**src/sv/hrft_pkg.sv**
```systemverilog
// Package for the HTTP request field tagger: field tags, method codes,
// character codes, the result struct and the method-matching helpers.
// No dependencies.
package hrft_pkg;

    // Field tags
    localparam logic [2:0] TAG_METHOD  = 3'd0;
    localparam logic [2:0] TAG_HOST    = 3'd1;
    localparam logic [2:0] TAG_PATH    = 3'd2;
    localparam logic [2:0] TAG_VERSION = 3'd3;
    localparam logic [2:0] TAG_KEY     = 3'd4;
    localparam logic [2:0] TAG_VALUE   = 3'd5;
    localparam logic [2:0] TAG_BODY    = 3'd6;
    localparam logic [2:0] TAG_DELIM   = 3'd7;

    // Method codes
    localparam logic [1:0] MCODE_GET     = 2'd0;
    localparam logic [1:0] MCODE_POST    = 2'd1;
    localparam logic [1:0] MCODE_CONNECT = 2'd2;
    localparam logic [1:0] MCODE_OTHER   = 2'd3;

    // Characters
    localparam logic [7:0] CH_SP    = 8'h20;
    localparam logic [7:0] CH_CR    = 8'h0d;
    localparam logic [7:0] CH_LF    = 8'h0a;
    localparam logic [7:0] CH_SLASH = 8'h2f;
    localparam logic [7:0] CH_COLON = 8'h3a;

    // Slash number that starts the path
    localparam logic [1:0] PATH_SLASH = 2'd3;

    // Method matcher: position saturates here, all candidates live at reset
    localparam logic [2:0] MATCH_POS_MAX = 3'd7;
    localparam logic [2:0] MATCH_LIVE_ALL = 3'b111;

    typedef struct packed {
        logic [7:0] out_byte;
        logic [2:0] field_tag;
        logic       method_valid;
        logic [1:0] method_code;
        logic       line_to_body;
        logic       out_last;
    } result_t;

    // Length of candidate method k (0 GET, 1 POST, 2 CONNECT)
    function automatic logic [2:0] cand_len(input logic [1:0] k);
        logic [2:0] len;
        case (k)
            2'd0:    len = 3'd3;
            2'd1:    len = 3'd4;
            2'd2:    len = 3'd7;
            default: len = 3'd0;
        endcase
        return len;
    endfunction

    // Character of candidate k at position pos (0 past its end)
    function automatic logic [7:0] cand_char(input logic [1:0] k, input logic [2:0] pos);
        logic [7:0] ch;
        ch = 8'h00;
        case (k)
            2'd0:
                case (pos)
                    3'd0:    ch = "G";
                    3'd1:    ch = "E";
                    3'd2:    ch = "T";
                    default: ch = 8'h00;
                endcase
            2'd1:
                case (pos)
                    3'd0:    ch = "P";
                    3'd1:    ch = "O";
                    3'd2:    ch = "S";
                    3'd3:    ch = "T";
                    default: ch = 8'h00;
                endcase
            2'd2:
                case (pos)
                    3'd0:    ch = "C";
                    3'd1:    ch = "O";
                    3'd2:    ch = "N";
                    3'd3:    ch = "N";
                    3'd4:    ch = "E";
                    3'd5:    ch = "C";
                    3'd6:    ch = "T";
                    default: ch = 8'h00;
                endcase
            default: ch = 8'h00;
        endcase
        return ch;
    endfunction

    // First live candidate whose full length has been matched
    function automatic logic [1:0] match_code(input logic [2:0] pos, input logic [2:0] live);
        logic [1:0] code;
        if (live[0] && pos == cand_len(2'd0)) begin
            code = MCODE_GET;
        end else if (live[1] && pos == cand_len(2'd1)) begin
            code = MCODE_POST;
        end else if (live[2] && pos == cand_len(2'd2)) begin
            code = MCODE_CONNECT;
        end else begin
            code = MCODE_OTHER;
        end
        return code;
    endfunction

endpackage

```
**src/sv/hrft_parser.sv**
```systemverilog
// Parser core of the HTTP request field tagger: phase state, method matcher
// and the registered result. Depends on hrft_pkg.
module hrft_parser
(
    input  logic                 clk,
    input  logic                 rst_n,
    input  logic                 step_en,
    input  logic [7:0]           data_byte,
    input  logic                 last_byte,
    output hrft_pkg::result_t    result
);

    typedef enum logic [2:0] {
        PH_METHOD,
        PH_URL,
        PH_VERSION,
        PH_HDR_START,
        PH_HDR_LINE,
        PH_BODY
    } phase_t;

    phase_t            phase_reg, phase_next;
    logic [1:0]        slash_reg, slash_next;
    logic [2:0]        pos_reg, pos_next;
    logic [2:0]        live_reg, live_next;
    logic              colon_reg, colon_next;
    logic              spaces_reg, spaces_next;
    logic              cr_reg, cr_next;
    hrft_pkg::result_t result_reg, result_next;

    logic       eol;
    logic [2:0] adv_live;
    logic [2:0] adv_pos;

    assign eol = (data_byte == hrft_pkg::CH_CR) || (data_byte == hrft_pkg::CH_LF);

    // Method matcher advance: each candidate checked on its own
    always_comb
    begin
        for (int k = 0; k < 3; k++)
        begin
            adv_live[k] = live_reg[k] && (pos_reg < hrft_pkg::cand_len(2'(k)))
                && (hrft_pkg::cand_char(2'(k), pos_reg) == data_byte);
        end
        adv_pos = (pos_reg < hrft_pkg::MATCH_POS_MAX) ? pos_reg + 3'd1 : pos_reg;
    end

    always_comb
    begin
        phase_next  = phase_reg;
        slash_next  = slash_reg;
        pos_next    = pos_reg;
        live_next   = live_reg;
        colon_next  = colon_reg;
        spaces_next = spaces_reg;
        cr_next     = 1'b0;

        result_next.out_byte     = data_byte;
        result_next.field_tag    = hrft_pkg::TAG_DELIM;
        result_next.method_valid = 1'b0;
        result_next.method_code  = hrft_pkg::MCODE_GET;
        result_next.line_to_body = 1'b0;
        result_next.out_last     = last_byte;

        unique case (phase_reg)
            PH_METHOD:
            begin
                if (data_byte == hrft_pkg::CH_SP) begin
                    result_next.method_valid = 1'b1;
                    result_next.method_code  = hrft_pkg::match_code(pos_reg, live_reg);
                    phase_next = PH_URL;
                end else begin
                    result_next.field_tag = hrft_pkg::TAG_METHOD;
                    pos_next  = adv_pos;
                    live_next = adv_live;
                    if (last_byte) begin
                        result_next.method_valid = 1'b1;
                        result_next.method_code  = hrft_pkg::match_code(adv_pos, adv_live);
                    end
                end
            end
            PH_URL:
            begin
                if (data_byte == hrft_pkg::CH_SP) begin
                    phase_next = PH_VERSION;
                end else if (slash_reg == hrft_pkg::PATH_SLASH) begin
                    result_next.field_tag = hrft_pkg::TAG_PATH;
                end else if (data_byte == hrft_pkg::CH_SLASH) begin
                    slash_next = slash_reg + 2'd1;
                    result_next.field_tag = (slash_next == hrft_pkg::PATH_SLASH)
                        ? hrft_pkg::TAG_PATH : hrft_pkg::TAG_HOST;
                end else begin
                    result_next.field_tag = hrft_pkg::TAG_HOST;
                end
            end
            PH_VERSION:
            begin
                if (eol) begin
                    cr_next    = (data_byte == hrft_pkg::CH_CR);
                    phase_next = PH_HDR_START;
                end else begin
                    result_next.field_tag = hrft_pkg::TAG_VERSION;
                end
            end
            PH_BODY:
            begin
                if (!(cr_reg && data_byte == hrft_pkg::CH_LF)) begin
                    result_next.field_tag = hrft_pkg::TAG_BODY;
                end
            end
            PH_HDR_START, PH_HDR_LINE:
            begin
                if (phase_reg == PH_HDR_START && cr_reg && data_byte == hrft_pkg::CH_LF) begin
                    // LF of the previous line's CR LF: delimiter, still at line start
                    result_next.field_tag = hrft_pkg::TAG_DELIM;
                end else if (phase_reg == PH_HDR_START && eol) begin
                    // empty line ends the headers
                    cr_next    = (data_byte == hrft_pkg::CH_CR);
                    phase_next = PH_BODY;
                end else begin
                    phase_next = PH_HDR_LINE;
                    if (!colon_reg) begin
                        if (data_byte == hrft_pkg::CH_COLON) begin
                            colon_next  = 1'b1;
                            spaces_next = 1'b1;
                        end else if (eol || last_byte) begin
                            result_next.field_tag    = hrft_pkg::TAG_BODY;
                            result_next.line_to_body = 1'b1;
                            phase_next = PH_BODY;
                        end else begin
                            result_next.field_tag = hrft_pkg::TAG_KEY;
                        end
                    end else if (eol) begin
                        cr_next     = (data_byte == hrft_pkg::CH_CR);
                        colon_next  = 1'b0;
                        spaces_next = 1'b0;
                        phase_next  = PH_HDR_START;
                    end else if (spaces_reg && data_byte == hrft_pkg::CH_SP) begin
                        result_next.field_tag = hrft_pkg::TAG_DELIM;
                    end else begin
                        result_next.field_tag = hrft_pkg::TAG_VALUE;
                        spaces_next = 1'b0;
                    end
                end
            end
            default:
            begin
                phase_next = PH_METHOD;
            end
        endcase

        // end of request: back to the start state
        if (last_byte) begin
            phase_next  = PH_METHOD;
            slash_next  = 2'd0;
            pos_next    = 3'd0;
            live_next   = hrft_pkg::MATCH_LIVE_ALL;
            colon_next  = 1'b0;
            spaces_next = 1'b0;
            cr_next     = 1'b0;
        end
    end

    always_ff @(posedge clk or negedge rst_n)
    begin
        if (!rst_n) begin
            phase_reg  <= PH_METHOD;
            slash_reg  <= 2'd0;
            pos_reg    <= 3'd0;
            live_reg   <= hrft_pkg::MATCH_LIVE_ALL;
            colon_reg  <= 1'b0;
            spaces_reg <= 1'b0;
            cr_reg     <= 1'b0;
        end else if (step_en) begin
            phase_reg  <= phase_next;
            slash_reg  <= slash_next;
            pos_reg    <= pos_next;
            live_reg   <= live_next;
            colon_reg  <= colon_next;
            spaces_reg <= spaces_next;
            cr_reg     <= cr_next;
        end
    end

    // payload register, no reset
    always_ff @(posedge clk)
    begin
        if (step_en) begin
            result_reg <= result_next;
        end
    end

    assign result = result_reg;

endmodule

```
**src/sv/http_request_field_tagger.sv**
```systemverilog
// Top level of the HTTP request field tagger: input register, handshake
// control and the parser core. Depends on hrft_pkg and hrft_parser.
//
// The tagger takes an HTTP request one byte at a time on the input channel
// and returns one result per byte: the byte itself, a field tag (method,
// host, path, version, header key, header value, body, delimiter), the method
// code when the method token ends, a flag when a colonless header line turns
// the rest into body, and a copy of the end-of-request mark. It sustains one
// byte per clock while the output is not stalled. A byte sits in the input
// register, then the phase logic writes its result into the result register,
// which drives the output ports. Both registers advance together; a stall on
// the output freezes them and is passed back as in_stall in the same cycle.
// After a byte with last_byte set, all parse state returns to its reset value
// so the next byte starts a new request.
module http_request_field_tagger
(
    input  logic       clk,
    input  logic       rst_n,

    input  logic       in_valid,
    output logic       in_stall,
    input  logic [7:0] data_byte,
    input  logic       last_byte,

    output logic       out_valid,
    input  logic       out_stall,
    output logic [7:0] out_byte,
    output logic [2:0] field_tag,
    output logic       method_valid,
    output logic [1:0] method_code,
    output logic       line_to_body,
    output logic       out_last
);

    logic              s1_valid_reg, s1_valid_next;
    logic [7:0]        s1_byte_reg;
    logic              s1_last_reg;
    logic              out_valid_reg, out_valid_next;
    logic              advance;
    hrft_pkg::result_t result;

    // pipeline moves whenever the result register is free or being taken
    assign advance  = !out_valid_reg || !out_stall;
    assign in_stall = !advance;

    assign s1_valid_next  = advance ? in_valid : s1_valid_reg;
    assign out_valid_next = advance ? s1_valid_reg : out_valid_reg;

    always_ff @(posedge clk or negedge rst_n)
    begin
        if (!rst_n) begin
            s1_valid_reg  <= 1'b0;
            out_valid_reg <= 1'b0;
        end else begin
            s1_valid_reg  <= s1_valid_next;
            out_valid_reg <= out_valid_next;
        end
    end

    // input payload register
    always_ff @(posedge clk)
    begin
        if (advance) begin
            s1_byte_reg <= data_byte;
            s1_last_reg <= last_byte;
        end
    end

    // parser state and result step only on a real byte
    hrft_parser u_parser
    (
        .clk       (clk),
        .rst_n     (rst_n),
        .step_en   (advance && s1_valid_reg),
        .data_byte (s1_byte_reg),
        .last_byte (s1_last_reg),
        .result    (result)
    );

    assign out_valid    = out_valid_reg;
    assign out_byte     = result.out_byte;
    assign field_tag    = result.field_tag;
    assign method_valid = result.method_valid;
    assign method_code  = result.method_code;
    assign line_to_body = result.line_to_body;
    assign out_last     = result.out_last;

endmodule

```
**config.mk**
```make
export PLATFORM = sky130hd
export DESIGN_NAME = http_request_field_tagger
export DESIGN_NICKNAME = d
export VERILOG_FILES = /design/src/sv/hrft_pkg.sv /design/src/sv/hrft_parser.sv /design/src/sv/http_request_field_tagger.sv
export SDC_FILE = /design/constraint.sdc
export NUM_CORES = 1
export LEC_CHECK = 0
export BUFFER_PORTS_ARGS = -buffer_cell sky130_fd_sc_hd__buf_2
export CAP_MARGIN = 20
export CORE_MARGIN = 2
export CORE_UTILIZATION = 25
export CTS_CLUSTER_SIZE = 40
export DETAILED_ROUTE_END_ITERATION = 10
export PLACE_DENSITY = 0.43
export SETUP_SLACK_MARGIN = 0.4
export SYNTH_ARGS = -nofsm -noshare
export SYNTH_HDL_FRONTEND = slang
export SYNTH_SLANG_ARGS = --single-unit
```
**constraint.sdc**
```tcl
create_clock -name clk -period 3.4 [get_ports clk]
set_input_delay 0.17 -clock clk [delete_from_list [all_inputs] [get_ports clk]]
set_output_delay 0.17 -clock clk [all_outputs]
set_load 0.05 [all_outputs]
```
==> results by group, run 1 <==
Logic synthesis
  • Post-Syn Nets: 273
  • Post-Syn Instances: 251
  • Sequential cell area fraction in the yosys report: 45.9%
  • Top_reg_cell synth: edfxtp_1
  • Synth area leader: edfxtp_1
  • Mapped cell area: 0.00251 mm2
  • Syn_area_per_cell: 10.0 um2
  • Largest cells by area after synthesis: edfxtp_1 30%, dfrtp_1 13%, ha_1 4.5%
  • Yosys reg bits: 41
  • Count of different cell masters after synthesis: 61
  • Number of synthesized flops with an enable pin: 25
  • Yosys warns: 0
  • Yosys top cell area share: 29.9%
  • Post-synth ARST share: 39.0%

Clocking
  • CTS tree: built
  • CTS Root Cell: clkbuf_8
  • CTS H-tree depth: 2
  • Clock Path Buffers: 2
  • Post-CTS Setup Inserts: 0
  • CTS clk-pin slew, worst paths: 0.09 ns
  • CTS buffer count: 5
  • CTS Sinks: 41
  • Clk Latency, worst-skew pair: 0.30 ns

Floorplan
  • Die outline area: 0.0109 mm2
  • Site Rows: 36
  • Die W: 104 um
  • Chip Height: 104 um
  • Initial core utilization: 25.7%
  • Num ports: 31
  • Core area: 0.00977 mm2

Timing
  • Setup violators final: 0
  • Worst hold margin: 0.0431 ns
  • F_max: 366 MHz
  • RSZ-0062 raised after global routing: false
  • Clock skew: 0.0106 ns
  • Max-slew violations: 0
  • Worst-Margin Slew: 0.637 ns
  • Final hold vios: 0
  • Fin crit period: 2.74 ns
  • Slew HR: 56.5%
  • Period utilization: 80.5%
  • Setup TNS: 0 ns

Layout
  • Final core occ: 29.5%
  • Max reg flops: 16
  • Final net count: 301
  • Filler instances: 1041
  • FF/Latch Area: 0.00115 mm2
  • Antenna Cells: 0
  • Area of the multi-input gates: 0.00124 mm2
  • Ratio of cells with drive above 1 in the final layout: 21.4%
  • Commonest non-fill, non-tap cell in the layout: buf_2
  • Leading cell types in the layout, fill and taps excluded: 30 x buf_2, 25 x edfxtp_1, 22 x nor2_1
  • Design Area, Final: 0.00288 mm2
  • Layout area overhead: 14.7%

Detailed routing
  • Drt via density: 4.90
  • Drt first pass iters: 4
  • WL final: 6410 um
  • DRC violations left: 0
  • Routed vias: 2024
  • DR WL/cell: 15.5 um
  • Initial DRC count: 230
  • Final ANT Viol Nets: 0

Setup path
  • Crit Path Category: flip-flop to flip-flop
  • CP required: 3.45 ns
  • Critical path arrival: 2.79 ns
  • Setup crit end kind: flip-flop
  • Critical path launch point type: flip-flop
  • Crit Path Max Fanout: 9

Placed design
  • DP Area: 0.00279 mm2
  • # port buffers: 30
  • Global placement routability congestion: 0.851
  • DP HPWL: 4410 um

GRT
  • Total global routing overflow: 0
  • Vias in the first global route: 1966
  • Pin count of the biggest net entering global routing: 24
  • Gr usage total: 12.3%
  • First-pass GRT wire length: 10800 um
  • Antenna violations before repair: 0

Run status
  • Outcome: complete, no violations

Power
  • Switching pwr: 939 uW
  • Flop pwr share: 39.4%
  • Pwr per Cell Area: 735 mW/mm2
  • Sw Ratio: 44.3%
  • Cell internal pwr: 1180 uW
  • Combinational fraction of design power: 44.9%
  • Clk pwr share: 15.7%
  • Worst vdd ir: 215 uV
  • Leak: 0.00109 uW

Hold path
  • HP Class: primary input to flip-flop

Flow run
  • Max-cap viol count: 0
## per-stage QoR
| stage | total power (uW) | setup WS [ns] | cells |
|---|---|---|---|
| floorplan | 1560 | 0.983 | 251 |
| global placement | 1790 | 0.773 | 404 |
| detailed placement | 1780 | 0.698 | 404 |
| CTS | 2120 | 0.678 | 413 |
| global route | 2290 | 0.445 | 413 |
| finish | 2120 | 0.664 | 413 |
## worst max-delay path: stages, from the launching register on
cell	delay, ns
dfrtp_1	0.50
inv_1	0.14
ha_1	0.32
or3_1	0.37
a21oi_1	0.19
xnor2_1	0.08
a2111oi_0	0.60
a31o_2	0.25
a21oi_1	0.04
## path summary, 6_finish.rpt
path | startpoint | to | slack [ns] | cells after the start
setup / recovery | u_parser.pos_reg[0] | u_parser.result[3] | 0.66 | 8
hold / removal | data_byte[5] | s1_byte_reg[5] | 0.04 | 1
setup reg to reg | u_parser.pos_reg[0] | u_parser.result[3] | 0.66 | 8
hold reg to reg | s1_valid_reg | out_valid | 0.50 | 1
max in group asynchronous | rst_n | u_parser.live_reg[0] | 2.72 | 2
min in group asynchronous | rst_n | u_parser.pos_reg[2] | 0.34 | 2
## routing by layer
metal  track usage [%]  wire (um)  vias to the layer above
met4              2.61         59                        0
met2              18.5       2940                       55
met3              2.57        299                        4
met5                 0          0                        -
li1                  -          -                      998
met1              18.2       3110                      967
## power by group through the flow
| stage | Sequential, uW | Clock [uW] | Combinational, uW |
|---|---|---|---|
| detailed placement | 839 | 0 | 946 |
| global placement | 843 | 0 | 949 |
| CTS | 831 | 340 | 952 |
| floorplan | 872 | 0 | 683 |
| global route | 858 | 365 | 1070 |
| finish | 834 | 332 | 952 |
## logic make-up after synthesis
| logic type | synth area share, % |
|---|---|
| xor+xnor | 3.48 |
| buf+inv | 4.73 |
| mux | 0.896 |
| flops | 45.9 |
| compound gates | 19.1 |
| fa+ha+maj | 4.48 |
| simple gates | 21.4 |
## synth_stat cells (2+ instances only)
cell type	number
edfxtp_1	25
a21oi_1	11
o2111ai_1	2
a22o_1	2
o21a_1	3
xnor2_1	6
nor2_1	22
or4_1	2
buf_6	2
nand3_1	11
o22ai_1	2
a22oi_1	4
or3_1	4
a31oi_1	4
xor2_1	4
and2_1	2
nand4b_1	2
a211oi_1	2
or4_4	2
clkbuf_1	7
inv_1	11
dfstp_2	3
mux2_2	2
nand4_1	5
ha_1	9
buf_2	5
nor3_1	11
nand2_1	18
o21ai_0	19
nand2b_1	3
a31o_2	2
dfrtp_1	13
nor2b_1	3
## final cells by class
cell class,instances,share of cell area [%]
well taps,133,5.77
clock inverters,3,0.608
clock buffers,5,2.39
inverters,12,1.56
multi-input cells,184,43.0
flip-flops and latches,41,40.1
repair buffers,35,6.60
## what timing repair did
| item | in CTS | in global routing |
|---|---|---|
| gates resized for setup | 0 | 0 |
| hold endpoints to repair | 13 | 0 |
| hold buffers | 1 | 0 |
Power figures use the tool's default switching activity.
==> inputs of run 2 (changes only) <==
==> constraint.sdc (replaced) <==
create_clock -name clk -period 2.6 [get_ports clk]
set_input_delay 0.13 -clock clk [delete_from_list [all_inputs] [get_ports clk]]
set_output_delay 0.13 -clock clk [all_outputs]
set_load 0.05 [all_outputs]
==> results by group, run 2 (synthesis gave the netlist of run 1 again) <==
Placed design
  • Global placement routability congestion: 0.807 (-5.1%)
  • DP Area: 0.00290 mm2 (+4.0%)
  • # port buffers: 30 (unchanged)
  • Post-placement cell count: 414 (+2.5%)
  • DP HPWL: 4820 um (+9.3%)

Setup path
  • CP required: 2.64 ns (-0.81 ns)
  • Critical path launch point type: flip-flop
  • Crit Path Category: flip-flop to flip-flop
  • Crit Path Max Fanout: 8 (-1)
  • Setup crit end kind: flip-flop
  • Critical path arrival: 2.32 ns (-0.47 ns)

Hold path
  • HP Class: primary input to flip-flop

Floorplan
  • Core area: 0.00977 mm2 (unchanged)
  • Num ports: 31 (unchanged)
  • Chip Height: 104 um (unchanged)
  • Site Rows: 36 (unchanged)
  • Die W: 104 um (unchanged)
  • Initial core utilization: 25.7% (unchanged)
  • Die outline area: 0.0109 mm2 (unchanged)

Clocking
  • Clk Latency, worst-skew pair: 0.30 ns (about the same)
  • CTS tree: built
  • CTS clk-pin slew, worst paths: 0.09 ns (about the same)
  • CTS buffer count: 5 (unchanged)
  • Clock Path Buffers: 2 (unchanged)
  • CTS Sinks: 41 (unchanged)
  • CTS Root Cell: clkbuf_8
  • CTS H-tree depth: 2 (unchanged)

GRT
  • Pin count of the biggest net entering global routing: 24 (unchanged)
  • Antenna violations before repair: 0 (unchanged)
  • First-pass GRT wire length: 11800 um (+9.3%)
  • Total global routing overflow: 0 (unchanged)
  • Vias in the first global route: 2248 (+14%)
  • Gr usage total: 13.6% (+1.2 points)

Layout
  • Layout area overhead: 32.4%
  • FF/Latch Area: 0.00116 mm2 (+0.22%)
  • Final cell count without fillers: 446 (+8.0%)
  • Filler instances: 989 (-5.0%)
  • Area of the multi-input gates: 0.00139 mm2 (+12%)
  • Final net count: 334 (+11%)
  • Ratio of cells with drive above 1 in the final layout: 35.1% (+14 points)
  • Final core occ: 34.0% (+4.5 points)
  • Max reg flops: 16 (unchanged)
  • Antenna Cells: 0 (unchanged)
  • Design Area, Final: 0.00333 mm2 (+15%)
  • Commonest non-fill, non-tap cell in the layout: buf_2
  • Leading cell types in the layout, fill and taps excluded: 30 x buf_2, 26 x buf_4, 25 x edfxtp_1

Timing
  • Worst hold margin: 0.0599 ns (+0.0168 ns)
  • Final hold vios: 0 (unchanged)
  • Worst-Margin Slew: 0.585 ns (-0.0521 ns)
  • Setup TNS: 0 ns (unchanged)
  • RSZ-0062 raised after global routing: true
  • F_max: 438 MHz (+20%)
  • Fin crit period: 2.28 ns (-0.455 ns)
  • Period utilization: 87.7% (+7.3 points)
  • Slew HR: 60.7% (+4.2 points)
  • Clock skew: 0.00469 ns (-0.00586 ns)
  • Setup violators final: 0 (unchanged)
  • Max-slew violations: 0 (unchanged)

Power
  • Leak: 0.00126 uW (+16%)
  • Worst vdd ir: 267 uV (+25%)
  • Pwr per Cell Area: 954 mW/mm2 (+30%)

Detailed routing
  • Drt first pass iters: 4 (unchanged)
  • Final ANT Viol Nets: 0 (unchanged)
  • Initial DRC count: 210 (-8.7%)
  • DR WL/cell: 16.3 um (+5.3%)
  • Routed vias: 2252 (+11%)
  • Drt via density: 5.05 (+3.0%)
  • WL final: 7290 um (+14%)
  • DRC violations left: 0 (unchanged)

Flow run
  • Max-cap viol count: 0 (unchanged)

Run status
  • Outcome: complete, no violations
==> run 2: worst max-delay path: stages (launching register included) <==
cell      delay [ns]
dfrtp_2         0.48
buf_12          0.15
ha_4            0.19
o21ba_4         0.22
nor2_2          0.09
xnor2_1         0.07
or4_4           0.50
nor4b_4         0.28
a211oi_2        0.05
==> run 2: through the flow <==
step	total power [uW]	setup slack, ns
finish	3170	0.319
CTS	3010	0.273
floorplan	2090	0.352
global placement	2450	0.243
global route	3390	0.251
detailed placement	2440	0.228
==> run 2: path summary, 6_finish.rpt <==
path / from / to / slack (ns) / cells past startpoint
min: in_valid / s1_valid_reg / 0.06 / 2
max: u_parser.pos_reg[0] / u_parser.result[2] / 0.32 / 8
min in group asynchronous: rst_n / u_parser.phase_reg[0] / 0.30 / 2
max in group asynchronous: rst_n / u_parser.live_reg[2] / 1.95 / 2
min reg2reg: s1_valid_reg / out_valid / 0.52 / 1
max reg2reg: u_parser.pos_reg[0] / u_parser.result[2] / 0.32 / 8
==> run 2: final cells by class <==
cell class	count	area share (%)
multi-input cells	184	41.7
flip-flops and latches	41	34.8
repair buffers	68	14.3
well taps	133	5.00
clock buffers	5	2.07
inverters	12	1.47
clock inverters	3	0.639
==> run 2: routing by layer <==
metal / track usage, % / share of wire [%] / vias up
met4: 3.67 / 1.4 / 0
met3: 3.01 / 6.4 / 8
met2: 21.2 / 46 / 83
li1: - / - / 1062
met5: 0 / 0 / -
met1: 18.8 / 46 / 1099
==> run 2: where the power goes <==
| part | switching, uW | internal (uW) |
|---|---|---|
| Clock | 246 | 191 |
| Sequential | 151 | 886 |
| Combinational | 1000 | 699 |
==> run 2: what timing repair did <==
| item | 4_1_cts | 5_1_grt |
|---|---|---|
| setup endpoints to repair | 4 | 9 |
| endpoints found under the hold margin | 20 | 2 |
| gates resized for setup | 6 | 19 |
| pin swaps | 2 | 12 |
| buffers inserted | 5 | 9 |
| hold buffers | 8 | 2 |
==> inputs of run 3 (changes only) <==
--- a/config.mk
+++ b/config.mk
@@ -15,4 +15,5 @@
 export SETUP_SLACK_MARGIN = 0.4
 export SYNTH_ARGS = -nofsm -noshare
 export SYNTH_HDL_FRONTEND = slang
+export SYNTH_HIERARCHICAL = 1
 export SYNTH_SLANG_ARGS = --single-unit
==> results by group, run 3 <==
Logic synthesis
  • Count of different cell masters after synthesis: 63 (+3.3%)
  • Simple-gate portion of the synthesized area: 21.7% (+0.33 points)
  • Mux cell area share after synthesis: 1.44% (+0.54 points)
  • Largest family of logic cells by synthesized area: simple AND/OR/NAND/NOR gates
  • Post-synthesis adder-cell area fraction: 4.47% (-0.013 points)
  • Top_reg_cell synth: edfxtp_1
  • Post-Syn Nets: 279 (+2.2%)
  • Mapped cell area: 0.00252 mm2 (+0.30%)
  • Yosys warns: 6 (+6)
  • Yosys top cell area share: 29.8% (-0.089 points)
  • Post-Syn Instances: 257 (+2.4%)
  • Yosys reg bits: 41 (unchanged)
  • Syn_area_per_cell: 9.81 um2 (-2.0%)
  • Compound-cell area share of the yosys netlist: 20.1% (+1.0 points)
  • Number of synthesized flops with an enable pin: 25 (unchanged)
  • Post-synth ARST share: 39.0% (unchanged)
  • Most frequent cells after synthesis: 25 x edfxtp_1, 25 x nor2_1, 22 x nand2_1
  • Largest cells by area after synthesis: edfxtp_1 30%, dfrtp_1 13%, ha_1 4.5%
  • Synth Area in XOR/XNOR: 1.39% (-2.1 points)
  • Synth area leader: edfxtp_1
  • Sequential cell area fraction in the yosys report: 45.8% (-0.14 points)

Timing
  • Setup TNS: 0 ns (unchanged)
  • Clock skew: 0.00673 ns (+0.00204 ns)
  • RSZ-0062 raised after global routing: true
  • Fin crit period: 2.14 ns (-0.136 ns)
  • Max-slew violations: 0 (unchanged)
  • Slew HR: 52.0% (-8.7 points)
  • Setup violators final: 0 (unchanged)
  • F_max: 466 MHz (+6.3%)
  • Period utilization: 82.5% (-5.2 points)
  • Final hold vios: 0 (unchanged)
  • Final WS setup: 0.455 ns (+0.136 ns)
  • Worst-Margin Slew: 0.713 ns (+0.128 ns)

Floorplan
  • Die outline area: 0.0109 mm2 (+0.29%)
  • Initial core utilization: 25.8% (+0.077 points)
  • Num ports: 31 (unchanged)
  • Site Rows: 36 (unchanged)
  • Chip Height: 104 um (+0.14%)
  • Die W: 104 um (+0.14%)
  • Core area: 0.00977 mm2 (unchanged)

Layout
  • Design Area, Final: 0.00318 mm2 (-4.3%)
  • Layout area overhead: 26.3%
  • Antenna Cells: 0 (unchanged)
  • Ratio of cells with drive above 1 in the final layout: 30.7% (-4.4 points)
  • Final net count: 327 (-2.1%)
  • Filler instances: 1030 (+4.1%)
  • FF/Latch Area: 0.00116 mm2 (unchanged)
  • Leading cell types in the layout, fill and taps excluded: 30 x buf_2, 25 x edfxtp_1, 25 x nor2_1
  • Commonest non-fill, non-tap cell in the layout: buf_2
  • Max reg flops: 16 (unchanged)
  • Area of the multi-input gates: 0.00135 mm2 (-2.8%)
  • Final core occ: 32.6% (-1.5 points)

Setup path
  • Critical path launch point type: flip-flop
  • Crit Path Max Fanout: 6 (-2)
  • Reg-to-reg slack, setup: 0.46 ns (+0.14 ns)
  • Crit Path Category: flip-flop to flip-flop
  • Setup crit end kind: flip-flop
  • Critical path arrival: 2.18 ns (-0.14 ns)
  • CP required: 2.64 ns (about the same)
  • Crit path from: u_parser/pos_reg[0]
  • R2r startpoint: u_parser/pos_reg[0]

Clocking
  • CTS clk-pin slew, worst paths: 0.08 ns (about the same)
  • Clock Path Buffers: 2 (unchanged)
  • CTS Root Cell: clkbuf_8
  • CTS H-tree depth: 2 (unchanged)
  • CTS Sinks: 41 (unchanged)
  • CTS buffer count: 5 (unchanged)
  • Clk Latency, worst-skew pair: 0.29 ns (about the same)
  • CTS tree: built

Placed design
  • DP HPWL: 4870 um (+1.0%)
  • # port buffers: 30 (unchanged)
  • Global placement routability congestion: 0.832 (+3.0%)
  • DP Area: 0.00283 mm2 (-2.2%)
  • Setup slack after placement: 0.168 ns (-0.0596 ns)

GRT
  • Vias in the first global route: 2062 (-8.3%)
  • Gr usage total: 12.7% (-0.84 points)
  • Antenna violations before repair: 0 (unchanged)
  • Total global routing overflow: 0 (unchanged)
  • Pin count of the biggest net entering global routing: 20 (-17%)
  • First-pass GRT wire length: 11000 um (-6.8%)

Detailed routing
  • DRC violations left: 0 (unchanged)
  • Initial DRC count: 100 (-52%)
  • Drt first pass iters: 4 (unchanged)
  • Final ANT Viol Nets: 0 (unchanged)
  • DR WL/cell: 15.6 um (-4.8%)
  • Routed vias: 2148 (-4.6%)
  • WL final: 6830 um (-6.3%)
  • Drt via density: 4.89 (-3.1%)

Hold path
  • Worst Hold Launch: last_byte
  • HP Class: primary input to flip-flop

Power
  • Total Power: 2310 uW (-27%)
  • Leak: 0.00121 uW (-4.6%)
  • Worst vdd ir: 415 uV (+55%)
  • Pwr per Cell Area: 726 mW/mm2 (-24%)

Run status
  • Outcome: complete, no violations

Flow run
  • Max-cap viol count: 0 (unchanged)
==> run 3: per-stage QoR <==
stage | instances | hold WS (ns)
finish | 439 | 0.00839
global route | 439 | -0.000103
detailed placement | 414 | 0.0937
floorplan | 257 | -0.166
global placement | 414 | 0.0991
CTS | 427 | 0.00174
==> run 3: worst max-delay path, cell delays in order, from the launching register on <==
cell      delay (ns)
dfrtp_2         0.46
inv_2           0.13
ha_2            0.26
nor2b_1         0.07
a21oi_1         0.21
nor4bb_1        0.35
nor3_2          0.10
nor3b_1         0.20
a211oi_1        0.11
==> run 3: cell families after synthesis <==
logic type,Yosys count
buffers and inverters,27
flip-flops,41
XOR/XNOR,4
AO/OA/AOI/OAI,71
AND/OR/NAND/NOR,102
multiplexers,3
adder cells (fa/ha/maj),9
==> run 3: final cells by class <==
cell class	instances	area share [%]
sequential	41	36.4
tap	133	5.23
timing repair buffer	58	11.8
multi-input combinational	189	42.4
clock inverter	1	0.236
inverter	10	1.30
clock buffer	7	2.71
==> run 3: report_power, final <==
part	switching, uW	internal, uW
clock network	233	216
logic	574	400
registers	86.4	800
==> run 3: worst paths after layout <==
path	endpoint	cells after the start
max in group asynchronous	u_parser/live_reg[1]	2
max reg2reg	u_parser/result[2]	8
min	s1_last_reg	1
min in group asynchronous	out_valid	2
max	u_parser/result[2]	8
min reg2reg	u_parser/cr_reg	1
==> run 3: repair_timing <==
item / 4_1_cts / 5_1_grt
pin swaps: 0 / 5
gates resized for setup: 7 / 18
hold buffers: 1 / 5
endpoints found under the setup margin: 6 / 9
buffers inserted: 4 / 7
gates cloned: 0 / 0
endpoints found under the hold margin: 13 / 5
==> run 3: metal layers <==
| layer | up-vias | wire [um] | GRT usage (%) | share of wire, % |
|---|---|---|---|---|
| met5 | - | 0 | 0 | 0 |
| met4 | 0 | 79 | 3.47 | 1.2 |
| met3 | 7 | 259 | 2.26 | 3.8 |
| met2 | 50 | 3270 | 20.9 | 48 |
| met1 | 1037 | 3220 | 17.2 | 47 |
| li1 | 1054 | - | - | - |
